--- src/rtl/core/cpvpid_pkg.sv ---
`default_nettype none

package cpvpid_pkg;

    localparam int CFG_IDX_W = 3;
    localparam int CFG_DATA_W = 16;

    localparam logic [CFG_IDX_W-1:0] CFG_VEL_KP  = 3'd0;
    localparam logic [CFG_IDX_W-1:0] CFG_VEL_KI  = 3'd1;
    localparam logic [CFG_IDX_W-1:0] CFG_VEL_KD  = 3'd2;
    localparam logic [CFG_IDX_W-1:0] CFG_POS_KP  = 3'd3;
    localparam logic [CFG_IDX_W-1:0] CFG_POS_KI  = 3'd4;
    localparam logic [CFG_IDX_W-1:0] CFG_POS_KD  = 3'd5;
    localparam logic [CFG_IDX_W-1:0] CFG_POS_DIV = 3'd6;

    localparam logic signed [15:0] RST_VEL_KP = 16'sd5;
    localparam logic signed [15:0] RST_VEL_KI = 16'sd1;
    localparam logic signed [15:0] RST_VEL_KD = 16'sd1;
    localparam logic signed [15:0] RST_POS_KP = 16'sd1;
    localparam logic signed [15:0] RST_POS_KI = 16'sd1;
    localparam logic signed [15:0] RST_POS_KD = 16'sd0;
    localparam logic [7:0]         RST_POS_DIV = 8'd4;

    localparam logic signed [31:0] CMP_LIMIT = 32'sd1000;

    typedef enum logic {
        CMD_TICK = 1'b0,
        CMD_MOVE = 1'b1
    } t_command;

    typedef struct packed {
        logic               command;
        logic signed [15:0] encoder_count;
        logic               counting_down;
        logic signed [31:0] move_target;
    } t_in_item;

    typedef struct packed {
        logic [15:0]        forward_compare;
        logic [15:0]        reverse_compare;
        logic               moving;
        logic [15:0]        move_ticks;
        logic signed [31:0] position;
    } t_out_item;

    typedef enum logic [3:0] {
        DP_NONE,
        DP_LOAD,
        DP_MOVE,
        DP_TICK,
        DP_ERR,
        DP_DIFF,
        DP_MUL_P,
        DP_MUL_I,
        DP_MUL_D,
        DP_ACC,
        DP_UPD,
        DP_OUT
    } t_dp_op;

    typedef struct packed {
        t_dp_op op;
        logic   sel_vel;
    } t_dp_cmd;

    typedef struct packed {
        logic is_move;
        logic div_hit;
    } t_dp_stat;

    typedef enum logic [3:0] {
        S_IDLE,
        S_PRE,
        S_ERR,
        S_DIFF,
        S_MUL_P,
        S_MUL_I,
        S_MUL_D,
        S_ACC,
        S_UPD,
        S_POST
    } t_state;

    function automatic logic signed [47:0] sx32(input logic signed [31:0] v);
        return {{16{v[31]}}, v};
    endfunction

    function automatic logic signed [31:0] sat32(input logic signed [47:0] v);
        logic signed [31:0] r;
        if (v[47:31] == {17{1'b0}} || v[47:31] == {17{1'b1}}) begin
            r = v[31:0];
        end else if (v[47]) begin
            r = {1'b1, {31{1'b0}}};
        end else begin
            r = {1'b0, {31{1'b1}}};
        end
        return r;
    endfunction

endpackage

`default_nettype wire

--- src/rtl/core/cascaded_position_velocity_pid.sv ---
`default_nettype none

// Cascaded position and velocity controller with incremental PID loops.
// The input channel (i_valid / o_ready / i_item) takes one transaction per
// control tick or move command; the output channel (o_valid / i_ready /
// o_result) returns exactly one result per input transaction, in order.
// The user must write gains and the position loop divider through i_cfg_we,
// i_cfg_index and i_cfg_data only while the block is idle; it does not check.
// One shared 16x32 multiplier serves each PID pass through the ERR, DIFF,
// MUL_P, MUL_I, MUL_D, ACC and UPD states. A move or a tick that runs only
// the velocity loop makes one pass; a tick that also runs the position loop
// makes a position pass, then a velocity pass. The input is ready again in
// the cycle after the result is loaded. The result sits in an output
// register: a stalled receiver holds it, the next item is still accepted,
// and only its own result waits until the register frees up. Synchronous
// reset restores the default gains, clears all loop state and drops o_valid.
module cascaded_position_velocity_pid (
    input  wire logic                                i_clk,
    input  wire logic                                i_rst_n,
    input  wire logic                                i_valid,
    output logic                                     o_ready,
    input  wire cpvpid_pkg::t_in_item                i_item,
    output logic                                     o_valid,
    input  wire logic                                i_ready,
    output cpvpid_pkg::t_out_item                    o_result,
    input  wire logic                                i_cfg_we,
    input  wire logic [cpvpid_pkg::CFG_IDX_W-1:0]    i_cfg_index,
    input  wire logic [cpvpid_pkg::CFG_DATA_W-1:0]   i_cfg_data
);
    import cpvpid_pkg::*;

    t_dp_cmd  w_cmd;
    t_dp_stat w_stat;

    cpvpid_ctrl u_ctrl (
        .i_clk   (i_clk),
        .i_rst_n (i_rst_n),
        .i_valid (i_valid),
        .o_ready (o_ready),
        .o_valid (o_valid),
        .i_ready (i_ready),
        .i_stat  (w_stat),
        .o_cmd   (w_cmd)
    );

    cpvpid_datapath u_datapath (
        .i_clk       (i_clk),
        .i_rst_n     (i_rst_n),
        .i_cmd       (w_cmd),
        .o_stat      (w_stat),
        .i_item      (i_item),
        .i_cfg_we    (i_cfg_we),
        .i_cfg_index (i_cfg_index),
        .i_cfg_data  (i_cfg_data),
        .o_result    (o_result)
    );

endmodule

`default_nettype wire

--- src/rtl/core/cpvpid_datapath.sv ---
`default_nettype none

module cpvpid_datapath (
    input  wire logic                                i_clk,
    input  wire logic                                i_rst_n,
    input  wire cpvpid_pkg::t_dp_cmd                 i_cmd,
    output cpvpid_pkg::t_dp_stat                     o_stat,
    input  wire cpvpid_pkg::t_in_item                i_item,
    input  wire logic                                i_cfg_we,
    input  wire logic [cpvpid_pkg::CFG_IDX_W-1:0]    i_cfg_index,
    input  wire logic [cpvpid_pkg::CFG_DATA_W-1:0]   i_cfg_data,
    output cpvpid_pkg::t_out_item                    o_result
);
    import cpvpid_pkg::*;

    // Gains and divider.
    logic signed [15:0] r_vel_kp, r_vel_ki, r_vel_kd;
    logic signed [15:0] r_pos_kp, r_pos_ki, r_pos_kd;
    logic [7:0]         r_pos_div;

    // Controller state.
    logic signed [31:0] r_pos_target, r_pos_actual, r_pos_err_last, r_pos_err_prev;
    logic signed [31:0] r_pos_err_now, r_pos_out, r_vel_target;
    logic signed [31:0] r_vel_err_last, r_vel_err_prev;
    logic [15:0]        r_fwd_cmp, r_rev_cmp;
    logic               r_move_flag;
    logic [15:0]        r_tick_cnt;
    logic [7:0]         r_div_cnt;

    // Working registers of the shared PID unit.
    t_in_item           r_item;
    logic signed [31:0] r_err, r_d1, r_d2;
    logic signed [47:0] r_prod, r_sum;
    t_out_item          r_result;

    logic signed [15:0] w_kp, w_ki, w_kd, w_mul_a;
    logic signed [31:0] w_e1, w_e2, w_target, w_actual, w_mul_b, w_out, w_neg;
    logic signed [47:0] w_prod, w_enc48, w_pos_step;
    logic signed [16:0] w_enc_ext;
    logic [16:0]        w_enc_mag;

    always_comb begin
        w_kp     = i_cmd.sel_vel ? r_vel_kp : r_pos_kp;
        w_ki     = i_cmd.sel_vel ? r_vel_ki : r_pos_ki;
        w_kd     = i_cmd.sel_vel ? r_vel_kd : r_pos_kd;
        w_e1     = i_cmd.sel_vel ? r_vel_err_last : r_pos_err_last;
        w_e2     = i_cmd.sel_vel ? r_vel_err_prev : r_pos_err_prev;
        w_target = i_cmd.sel_vel ? r_vel_target : r_pos_target;
        w_actual = i_cmd.sel_vel ? {{16{r_item.encoder_count[15]}}, r_item.encoder_count}
                                 : r_pos_actual;
        case (i_cmd.op)
            DP_MUL_I: begin
                w_mul_a = w_ki;
                w_mul_b = r_err;
            end
            DP_MUL_D: begin
                w_mul_a = w_kd;
                w_mul_b = r_d2;
            end
            default: begin
                w_mul_a = w_kp;
                w_mul_b = r_d1;
            end
        endcase
        w_prod     = w_mul_a * w_mul_b;
        w_enc48    = {{32{r_item.encoder_count[15]}}, r_item.encoder_count};
        w_pos_step = r_item.counting_down ? sx32(r_pos_actual) - w_enc48
                                          : sx32(r_pos_actual) + w_enc48;
        w_enc_ext  = {r_item.encoder_count[15], r_item.encoder_count};
        w_enc_mag  = w_enc_ext[16] ? 17'(-w_enc_ext) : 17'(w_enc_ext);
        w_out      = sat32(r_sum);
        w_neg      = -w_out;
    end

    assign o_stat.is_move = (r_item.command == CMD_MOVE);
    assign o_stat.div_hit = (r_div_cnt >= r_pos_div);
    assign o_result       = r_result;

    always_ff @(posedge i_clk) begin
        if (!i_rst_n) begin
            r_vel_kp       <= RST_VEL_KP;
            r_vel_ki       <= RST_VEL_KI;
            r_vel_kd       <= RST_VEL_KD;
            r_pos_kp       <= RST_POS_KP;
            r_pos_ki       <= RST_POS_KI;
            r_pos_kd       <= RST_POS_KD;
            r_pos_div      <= RST_POS_DIV;
            r_pos_target   <= '0;
            r_pos_actual   <= '0;
            r_pos_err_last <= '0;
            r_pos_err_prev <= '0;
            r_pos_err_now  <= '0;
            r_pos_out      <= '0;
            r_vel_target   <= '0;
            r_vel_err_last <= '0;
            r_vel_err_prev <= '0;
            r_fwd_cmp      <= '0;
            r_rev_cmp      <= '0;
            r_move_flag    <= 1'b0;
            r_tick_cnt     <= '0;
            r_div_cnt      <= '0;
        end else begin
            if (i_cfg_we) begin
                case (i_cfg_index)
                    CFG_VEL_KP:  r_vel_kp  <= i_cfg_data;
                    CFG_VEL_KI:  r_vel_ki  <= i_cfg_data;
                    CFG_VEL_KD:  r_vel_kd  <= i_cfg_data;
                    CFG_POS_KP:  r_pos_kp  <= i_cfg_data;
                    CFG_POS_KI:  r_pos_ki  <= i_cfg_data;
                    CFG_POS_KD:  r_pos_kd  <= i_cfg_data;
                    CFG_POS_DIV: r_pos_div <= i_cfg_data[7:0];
                    default: ;
                endcase
            end
            case (i_cmd.op)
                DP_MOVE: begin
                    // The new target is re-based on the error left by the last run.
                    r_pos_target <= sat32(sx32(r_item.move_target) + sx32(r_pos_err_now));
                    r_pos_actual <= '0;
                    r_move_flag  <= 1'b1;
                end
                DP_TICK: begin
                    r_pos_actual <= sat32(w_pos_step);
                    if (r_move_flag) begin
                        r_tick_cnt <= r_tick_cnt + 16'd1;
                    end
                    if (r_div_cnt >= r_pos_div) begin
                        r_div_cnt <= '0;
                    end else begin
                        r_div_cnt <= r_div_cnt + 8'd1;
                    end
                end
                DP_ERR: begin
                    if (!i_cmd.sel_vel) begin
                        r_pos_err_now <= sat32(sx32(w_target) - sx32(w_actual));
                    end
                end
                DP_UPD: begin
                    if (i_cmd.sel_vel) begin
                        r_vel_err_prev <= r_vel_err_last;
                        r_vel_err_last <= r_err;
                        if (w_out > 0) begin
                            r_rev_cmp <= '0;
                            r_fwd_cmp <= (w_out > CMP_LIMIT) ? CMP_LIMIT[15:0]
                                         : w_out[15:0] + w_enc_mag[15:0];
                        end else if (w_out < 0) begin
                            r_fwd_cmp <= '0;
                            r_rev_cmp <= (w_out < -CMP_LIMIT) ? CMP_LIMIT[15:0]
                                         : w_neg[15:0] + w_enc_mag[15:0];
                        end else if (r_pos_err_now == r_pos_out) begin
                            r_move_flag <= 1'b0;
                        end
                    end else begin
                        r_pos_err_prev <= r_pos_err_last;
                        r_pos_err_last <= r_err;
                        r_pos_out      <= w_out;
                        r_vel_target   <= w_out;
                    end
                end
                default: ;
            endcase
        end
    end

    always_ff @(posedge i_clk) begin
        case (i_cmd.op)
            DP_LOAD: r_item <= i_item;
            DP_ERR:  r_err  <= sat32(sx32(w_target) - sx32(w_actual));
            DP_DIFF: begin
                r_d1 <= sat32(sx32(r_err) - sx32(w_e1));
                r_d2 <= sat32(sx32(r_err) - (sx32(w_e1) <<< 1) + sx32(w_e2));
            end
            DP_MUL_P: r_prod <= w_prod;
            DP_MUL_I: begin
                r_sum  <= sx32(sat32(r_prod));
                r_prod <= w_prod;
            end
            DP_MUL_D: begin
                r_sum  <= r_sum + sx32(sat32(r_prod));
                r_prod <= w_prod;
            end
            DP_ACC: r_sum <= r_sum + sx32(sat32(r_prod));
            DP_OUT: begin
                r_result.forward_compare <= r_fwd_cmp;
                r_result.reverse_compare <= r_rev_cmp;
                r_result.moving          <= r_move_flag;
                r_result.move_ticks      <= r_tick_cnt;
                r_result.position        <= r_pos_actual;
            end
            default: ;
        endcase
    end

endmodule

`default_nettype wire

--- src/rtl/core/cpvpid_ctrl.sv ---
`default_nettype none

module cpvpid_ctrl (
    input  wire logic                  i_clk,
    input  wire logic                  i_rst_n,
    input  wire logic                  i_valid,
    output logic                       o_ready,
    output logic                       o_valid,
    input  wire logic                  i_ready,
    input  wire cpvpid_pkg::t_dp_stat  i_stat,
    output cpvpid_pkg::t_dp_cmd        o_cmd
);
    import cpvpid_pkg::*;

    t_state r_state, n_state;
    logic   r_sel_vel, n_sel_vel;
    logic   r_o_valid, n_o_valid;

    always_ff @(posedge i_clk) begin
        if (!i_rst_n) begin
            r_state   <= S_IDLE;
            r_sel_vel <= 1'b0;
            r_o_valid <= 1'b0;
        end else begin
            r_state   <= n_state;
            r_sel_vel <= n_sel_vel;
            r_o_valid <= n_o_valid;
        end
    end

    always_comb begin
        n_state       = r_state;
        n_sel_vel     = r_sel_vel;
        o_cmd.op      = DP_NONE;
        o_cmd.sel_vel = r_sel_vel;
        o_ready       = 1'b0;
        case (r_state)
            S_IDLE: begin
                o_ready = 1'b1;
                if (i_valid) begin
                    o_cmd.op = DP_LOAD;
                    n_state  = S_PRE;
                end
            end
            S_PRE: begin
                // A move always runs the position loop; a tick skips it until the
                // divider count comes around.
                if (i_stat.is_move) begin
                    o_cmd.op  = DP_MOVE;
                    n_sel_vel = 1'b0;
                end else begin
                    o_cmd.op  = DP_TICK;
                    n_sel_vel = !i_stat.div_hit;
                end
                n_state = S_ERR;
            end
            S_ERR: begin
                o_cmd.op = DP_ERR;
                n_state  = S_DIFF;
            end
            S_DIFF: begin
                o_cmd.op = DP_DIFF;
                n_state  = S_MUL_P;
            end
            S_MUL_P: begin
                o_cmd.op = DP_MUL_P;
                n_state  = S_MUL_I;
            end
            S_MUL_I: begin
                o_cmd.op = DP_MUL_I;
                n_state  = S_MUL_D;
            end
            S_MUL_D: begin
                o_cmd.op = DP_MUL_D;
                n_state  = S_ACC;
            end
            S_ACC: begin
                o_cmd.op = DP_ACC;
                n_state  = S_UPD;
            end
            S_UPD: begin
                o_cmd.op = DP_UPD;
                if (!r_sel_vel && !i_stat.is_move) begin
                    n_sel_vel = 1'b1;
                    n_state   = S_ERR;
                end else begin
                    n_state = S_POST;
                end
            end
            S_POST: begin
                if (!r_o_valid || i_ready) begin
                    o_cmd.op = DP_OUT;
                    n_state  = S_IDLE;
                end
            end
            default: n_state = S_IDLE;
        endcase

        if (o_cmd.op == DP_OUT) begin
            n_o_valid = 1'b1;
        end else if (i_ready) begin
            n_o_valid = 1'b0;
        end else begin
            n_o_valid = r_o_valid;
        end
    end

    assign o_valid = r_o_valid;

endmodule

`default_nettype wire

--- config.mk ---
export PLATFORM = sky130hd
export DESIGN_NAME = cascaded_position_velocity_pid
export DESIGN_NICKNAME = d
export VERILOG_FILES = /design/src/rtl/core/cpvpid_pkg.sv /design/src/rtl/core/cascaded_position_velocity_pid.sv /design/src/rtl/core/cpvpid_datapath.sv /design/src/rtl/core/cpvpid_ctrl.sv
export SDC_FILE = /design/constraint.sdc
export NUM_CORES = 2
export LEC_CHECK = 0
export BUFFER_PORTS_ARGS = -buffer_cell sky130_fd_sc_hd__buf_2
export CAP_MARGIN = 20
export CORE_MARGIN = 3
export CORE_UTILIZATION = 45
export CTS_CLUSTER_DIAMETER = 80
export DETAILED_ROUTE_END_ITERATION = 16
export PLACE_DENSITY = 0.63
export SLEW_MARGIN = 20
export SYNTH_ARGS = -nofsm -noshare
export SYNTH_HDL_FRONTEND = slang
export SYNTH_SLANG_ARGS = --single-unit
--- constraint.sdc ---
create_clock -name i_clk -period 12 [get_ports i_clk]
set_input_delay 1.2 -clock i_clk [delete_from_list [all_inputs] [get_ports i_clk]]
set_output_delay 1.2 -clock i_clk [all_outputs]
set_load 0.005 [all_outputs]
Word level (Yosys, flattened, before mapping)
Index checks and enable logic that the tools add are counted.

word-level totals
  word-level logic and storage cells = 199
  output and inout port bits = 83
  flip-flop bits (word level) = 746
  bits of input ports = 74

cells by class
  multiplexer cells = 55
  bitwise gates (word level) = 1
  eq/ne operators = 41
  multipliers = 1
  add/sub/neg operators = 15
  $lt $le $gt $ge = 5
  reduce and logical (&&, ||, !) cells = 44

operators with widths
  kind                                                                     number
  32-bit 2-to-1 mux                                                        20
  16-bit 2-to-1 mux                                                        10
  48-bit one-hot mux with 3 select lines                                   1
  32-bit one-hot mux with 2 select lines                                   2
  17-bit equality test (second input constant)                             7
  17-bit zero test                                                         7
  48-bit by 32-bit adder with 48-bit output                                2
  4-bit one-hot mux with 10 select lines                                   2
  32-bit by 32-bit subtractor with 33-bit output                           2
  16-bit by 32-bit multiplier with 48-bit output                           1
  48-bit 2-to-1 mux                                                        1
  34-bit by 32-bit adder with 35-bit output                                1
  32-bit by 33-bit subtractor with 34-bit output                           1
  32-bit by 16-bit adder with 33-bit output                                1
  32-bit by 32-bit adder with 33-bit output                                1
  32-bit by 16-bit subtractor with 33-bit output                           1
  16-bit adder                                                             2
  32-bit equality test                                                     1
  4-bit by 3-bit equality test with 1-bit output (second input constant)   8
  32-bit by 1-bit > comparator with 1-bit output (second input constant)   1
  32-bit by 11-bit > comparator with 1-bit output (second input constant)  1
  32-bit by 1-bit < comparator with 1-bit output (second input constant)   1
  32-bit by 11-bit < comparator with 1-bit output (second input constant)  1
  16-bit negation                                                          2
  other kinds (28)                                                         85

Longest topological paths before layout
  word-level depth = 8
  gate-level depth with buffers = 35
  gate-level depth less buffers = 31

By module
A second synthesis with hierarchy kept.

second synthesis, totals
  cells, all modules = 6930
  area total of the unflattened synthesis = 61775.5 µm²

by module, submodules not included
  module           sequential area each (µm²)  area an instance (µm²)  cells an instance  instances
  cpvpid_datapath  18047.3                     61375.1                 6881               1
  cpvpid_ctrl      120.1                       400.4                   49                 1

Worst setup path before layout
No wires, ideal clock.

  kind = flip-flop to flip-flop
  start point = register u_ctrl.r_state[1]
  end point = register u_datapath.r_prod[40] (data pin)
  clock period less this slack = 8406 ps
  buffers on the path = 5
  stages on the path, launching flop included = 33
  library setup time = 263 ps
  data arrival time = 8144 ps
  setup slack = 3594 ps
  data required time = 11737 ps
  path through = dfxtp_1 > clkbuf_1 > nand3b_1 > clkbuf_1 > nor2_1 > nor2_1 > clkbuf_1 > clkbuf_1 > a21oi_1 > clkbuf_1 > nor2_1 > fa_1 > inv_1 > fa_1 > fa_1 > inv_1 > fa_1 > fa_1 > inv_1 > fa_1 > inv_1 > ha_1 > and4_1 > nand2_1 > or3_1 > a211o_1 > a2111oi_1 > o2111ai_1 > nand3_1 > a31o_2 > a31o_2 > a21oi_1 > xnor2_1

between the ends
  cells in the longest elaborated chain, start to end = 5
  elaborated cells between the ends (all ways) = 16
  those cells by class = mul: 1; eq/ne: 11; mux: 3; reduce/logical: 1

ends and longest elaborated chain
  what                                                                                                     line                    source
  from (decl)                                                                                              cpvpid_ctrl.sv:15       t_state r_state, n_state;
  from (signal assigned)                                                                                   cpvpid_ctrl.sv:25       r_state <= n_state;
  4-bit equality test, or another cell as far along                                                        cpvpid_ctrl.sv:37       case (r_state)
  4-bit one-hot mux with 10 select lines *                                                                 cpvpid_ctrl.sv:37
  4-bit equality test / 4-bit by 3-bit equality test with 1-bit output (equally long branches)             cpvpid_datapath.sv:51   case (i_cmd.op)
  16-bit one-hot mux with 2 select lines / 32-bit one-hot mux with 2 select lines (equally long branches)  cpvpid_datapath.sv:51
  16-bit by 32-bit multiplier with 48-bit output *                                                         cpvpid_datapath.sv:65   w_prod = w_mul_a * w_mul_b;
  net u_datapath.w_prod[40]                                                                                cpvpid_datapath.sv:38   logic signed [47:0] w_prod, w_enc48, w_pos_step;
  to (signal assigned)                                                                                     cpvpid_datapath.sv:173  DP_MUL_P: r_prod <= w_prod;
  to (signal assigned)                                                                                     cpvpid_datapath.sv:176  r_prod <= w_prod;
  to (signal assigned)                                                                                     cpvpid_datapath.sv:180  r_prod <= w_prod;
  to (decl)                                                                                                cpvpid_datapath.sv:33   logic signed [47:0] r_prod, r_sum;

Mark *: on every way through the listed nets, which the timed path passes. The rest lies on a longest branch.
A chain may end at the register's enable or synchronous reset.

Worst setup path after layout
  start point = register u_ctrl.r_state[0]
  end point = register u_datapath.r_prod[46] (data pin)

Same word-level chain as after synthesis.

==> results.sh <==
export IMPL_pin_count=157
export IMPL_yosysSeqAreaShare=0.296
export IMPL_grt_ovfl_total=0
export IMPL_synth_edf_count=323
export IMPL_r2r_end="u_datapath.r_prod[46]"
export IMPL_fmax_mhz=96.8
export IMPL_io_buffer_count=156
export IMPL_dp_hpwl_mm=140
export IMPL_dpl_cell_area_um2=64000
export IMPL_hold_violations=0
export IMPL_worstReg2RegStart="u_ctrl.r_state[0]"
export IMPL_crit_start="u_ctrl.r_state[0]"
export IMPL_finClkSkew_ns=0.0410
export IMPL_clock_latency_ns=0.72
export IMPL_rsz0062_at_grt="no"
export IMPL_start_kind="flop"
export IMPL_grt_pass1_wl_mm=286
export IMPL_drive_above_1_share=0.0753
export IMPL_netlist_instances=6880
export IMPL_synth_avg_cell_area_um2=8.93
export IMPL_antenna_found_initial=9
export IMPL_p_leak_nw=29.2
export IMPL_tightest_slew_ns=1.15
export IMPL_pre_cts_slack_ns=1.86
export IMPL_post_cts_buffers=0
export IMPL_design_core_area_um2=134000
export IMPL_p_per_area_nw_per_um2=143
export IMPL_cp_endpoint="u_datapath.r_prod[46]"
export IMPL_power_switching_mw=3.60
export IMPL_slew_limit_headroom=0.231
export IMPL_vias=48953
export IMPL_r2r_cells=29
export IMPL_antenna_left=0
export IMPL_cts_max_level=3
export IMPL_synth_most_common_cell="nand2_1"
export IMPL_crit_slowest_cell="o21ai_2"
export IMPL_maxCapViolCount=0
export IMPL_final_util=0.499
export IMPL_p_int_mw=6.00
export IMPL_cts_tree="yes"
export IMPL_cp_arrival_ns=10.77
export IMPL_hold_class="reg2reg"
export IMPL_syn2layout_area_growth_pct=9.18
export IMPL_slew_violations=0
export IMPL_status="finished, final reports clean"
export IMPL_cts_buffers=89
export IMPL_post_drt_via_cell_ratio=5.60
export IMPL_clk_pin_slew_ns=0.06
export IMPL_period_share=0.861
export IMPL_cts_sinks=746
export IMPL_worst_slack_ns=1.67
export IMPL_die_w_um=376
export IMPL_route_detailed_wl_per_inst_um=20.9
export IMPL_yosys_area_top_type="fa_1"
export IMPL_worst_path_largest_cell_delay_ns=0.99
export IMPL_yosysTopAreaCellShare=0.171
export IMPL_fp_row_count=134
export IMPL_synth_warnings=0
export IMPL_swShare=0.375
export IMPL_crit_fanout=20
export IMPL_power_frac_clock=0.292
export IMPL_whs_ns=0.433
export IMPL_drt_iter0_drc=3798
export IMPL_critPathCaptureType="flop"
export IMPL_ctsRootBufferMaster="clkbuf_16"
export IMPL_final_nets=7860
export IMPL_synth_distinct_cells=85
export IMPL_start_util=0.457
export IMPL_finalSetupTns_ns=0
export IMPL_pwr_share_comb=0.386
export IMPL_dr_pass1_iters=5
export IMPL_cts_resized=0
export IMPL_fin_area_um2=67100
export IMPL_grt_pass1_vias=49006
export IMPL_clk_path_buf_depth=3
export IMPL_reg2reg_setup_slack_ns=1.67
export IMPL_critPathKind="reg2reg"
export IMPL_syn_nets=7847
export IMPL_ir_worst_vdd_mv=0.152
export IMPL_synth_top_cells_by_count="nand2_1, inv_1, fa_1"
export IMPL_track_usage=0.258
export IMPL_setup_violations=0
export IMPL_synth_area_um2=61400
export IMPL_die_h_um=376
export IMPL_power_frac_seq=0.322
export IMPL_path_common_cell="fa_1"
export IMPL_async_reset_ff_frac=0
export IMPL_place_congestion=0.965
export IMPL_cts_hold_buf=0
export IMPL_finalCriticalPeriod_ns=10.33
export IMPL_grt_max_degree=125
export IMPL_dieArea_um2=141000
export IMPL_worstPathRequired_ns=12.44
export IMPL_drc_errors=0
export IMPL_synth_area_leaders="fa_1, edfxtp_1, dfxtp_1, ha_1, nand2_1"
export IMPL_ys_flop_type="dfxtp_1"
export IMPL_drt_total_wl_mm=183
export IMPL_ys_ff_latch=746
==> final cells by class <==
| type | count | area (um2) |
|---|---|---|
| Fill cell | 12765 | 67400 |
| Multi-Input combinational cell | 5014 | 39200 |
| Clock inverter | 43 | 465 |
| Clock buffer | 125 | 2590 |
| Sequential cell | 746 | 18200 |
| Antenna cell | 9 | 22.5 |
| Inverter | 812 | 3050 |
| Tap cell | 1768 | 2210 |
| Timing Repair Buffer | 230 | 1350 |
==> critical path, delay by kind of cell, from the launching register on <==
| kind | cells | cell delay, ns |
|---|---|---|
| adders and majority gates | 7 | 3.47 |
| DFF | 1 | 0.49 |
| buffers and inverters | 5 | 0.28 |
| AOI/OAI and AO/OA | 7 | 2.89 |
| and+or+nand+nor | 9 | 2.81 |
| xor gates and xnor gates | 1 | 0.09 |
==> power groups by stage <==
| stage | clock network (mW) | registers, mW | logic, mW |
|---|---|---|---|
| 3_5_place_dp | 0 | 3.14 | 3.64 |
| 4_1_cts | 2.87 | 3.09 | 3.68 |
| 3_3_place_gp | 0 | 3.14 | 3.61 |
| 6_report | 2.80 | 3.09 | 3.71 |
| 2_1_floorplan | 0 | 3.04 | 2.74 |
| 5_1_grt | 2.95 | 3.10 | 4.13 |
==> stage by stage <==
stage / std cells / total power [mW]
3_3_place_gp: 8569 / 6.75
5_1_grt: 8738 / 10.2
4_1_cts: 8737 / 9.63
2_1_floorplan: 6880 / 5.78
3_5_place_dp: 8569 / 6.78
6_report: 8747 / 9.60
==> logic make-up after synthesis <==
logic type / after synthesis / synth area share
compound gates: 1536 / 0.163
buf+inv: 1120 / 0.0690
xor+xnor: 322 / 0.0460
mux: 167 / 0.0281
flops: 746 / 0.296
simple gates: 2052 / 0.145
fa+ha+maj: 937 / 0.253
==> layout by cell type (no fill, tap or decap), types with 41 or more instances in the layout <==
| cell type | instances |
|---|---|
| buf_4 | 73 |
| ha_1 | 368 |
| a21oi_1 | 387 |
| inv_1 | 812 |
| mux2i_1 | 123 |
| o21ai_0 | 300 |
| nor3_1 | 54 |
| nand2b_1 | 52 |
| mux2_2 | 44 |
| and2_1 | 84 |
| xnor2_1 | 203 |
| clkbuf_16 | 94 |
| fa_1 | 525 |
| nand2_1 | 1082 |
| dfxtp_1 | 422 |
| nand4_1 | 41 |
| a21o_1 | 190 |
| buf_2 | 155 |
| nor2_1 | 432 |
| nor2b_1 | 56 |
| a21boi_0 | 255 |
| a22oi_1 | 51 |
| xor2_1 | 116 |
| nand3_1 | 70 |
| edfxtp_1 | 323 |
==> how the worst min path moves through the flow <==
stage | startpoint | endpoint | slack (ns) | depth (start not counted)
floorplan | u_datapath.r_rev_cmp[14] | u_datapath.o_result[63] | 0.41 | 0
global route | u_datapath.r_fwd_cmp[14] | u_datapath.o_result[79] | 0.44 | 0
global placement | u_datapath.r_rev_cmp[9] | u_datapath.o_result[58] | 0.42 | 0
CTS | u_datapath.r_rev_cmp[9] | u_datapath.o_result[58] | 0.44 | 0
detailed placement | u_datapath.r_rev_cmp[10] | u_datapath.o_result[59] | 0.42 | 0
finish | u_datapath.r_rev_cmp[9] | u_datapath.o_result[58] | 0.43 | 0
==> state kept, by name, indices dropped and copies added, names as in the netlist, 48 cells and up <==
name / count
u_datapath.o_result: 81
u_datapath.r_item: 49
u_datapath.r_prod: 48
u_datapath.r_sum: 48
==> routing by layer <==
metal,up-vias,share of wire,global-route usage,routed length (um)
li1,23022,-,-,-
met4,6,0.036,0.0890,6570
met1,24120,0.43,0.341,78600
met5,-,0.00022,0,41
met3,304,0.062,0.0401,11400
met2,1501,0.47,0.432,86100
No activity file was read; power rests on OpenSTA's default activity.
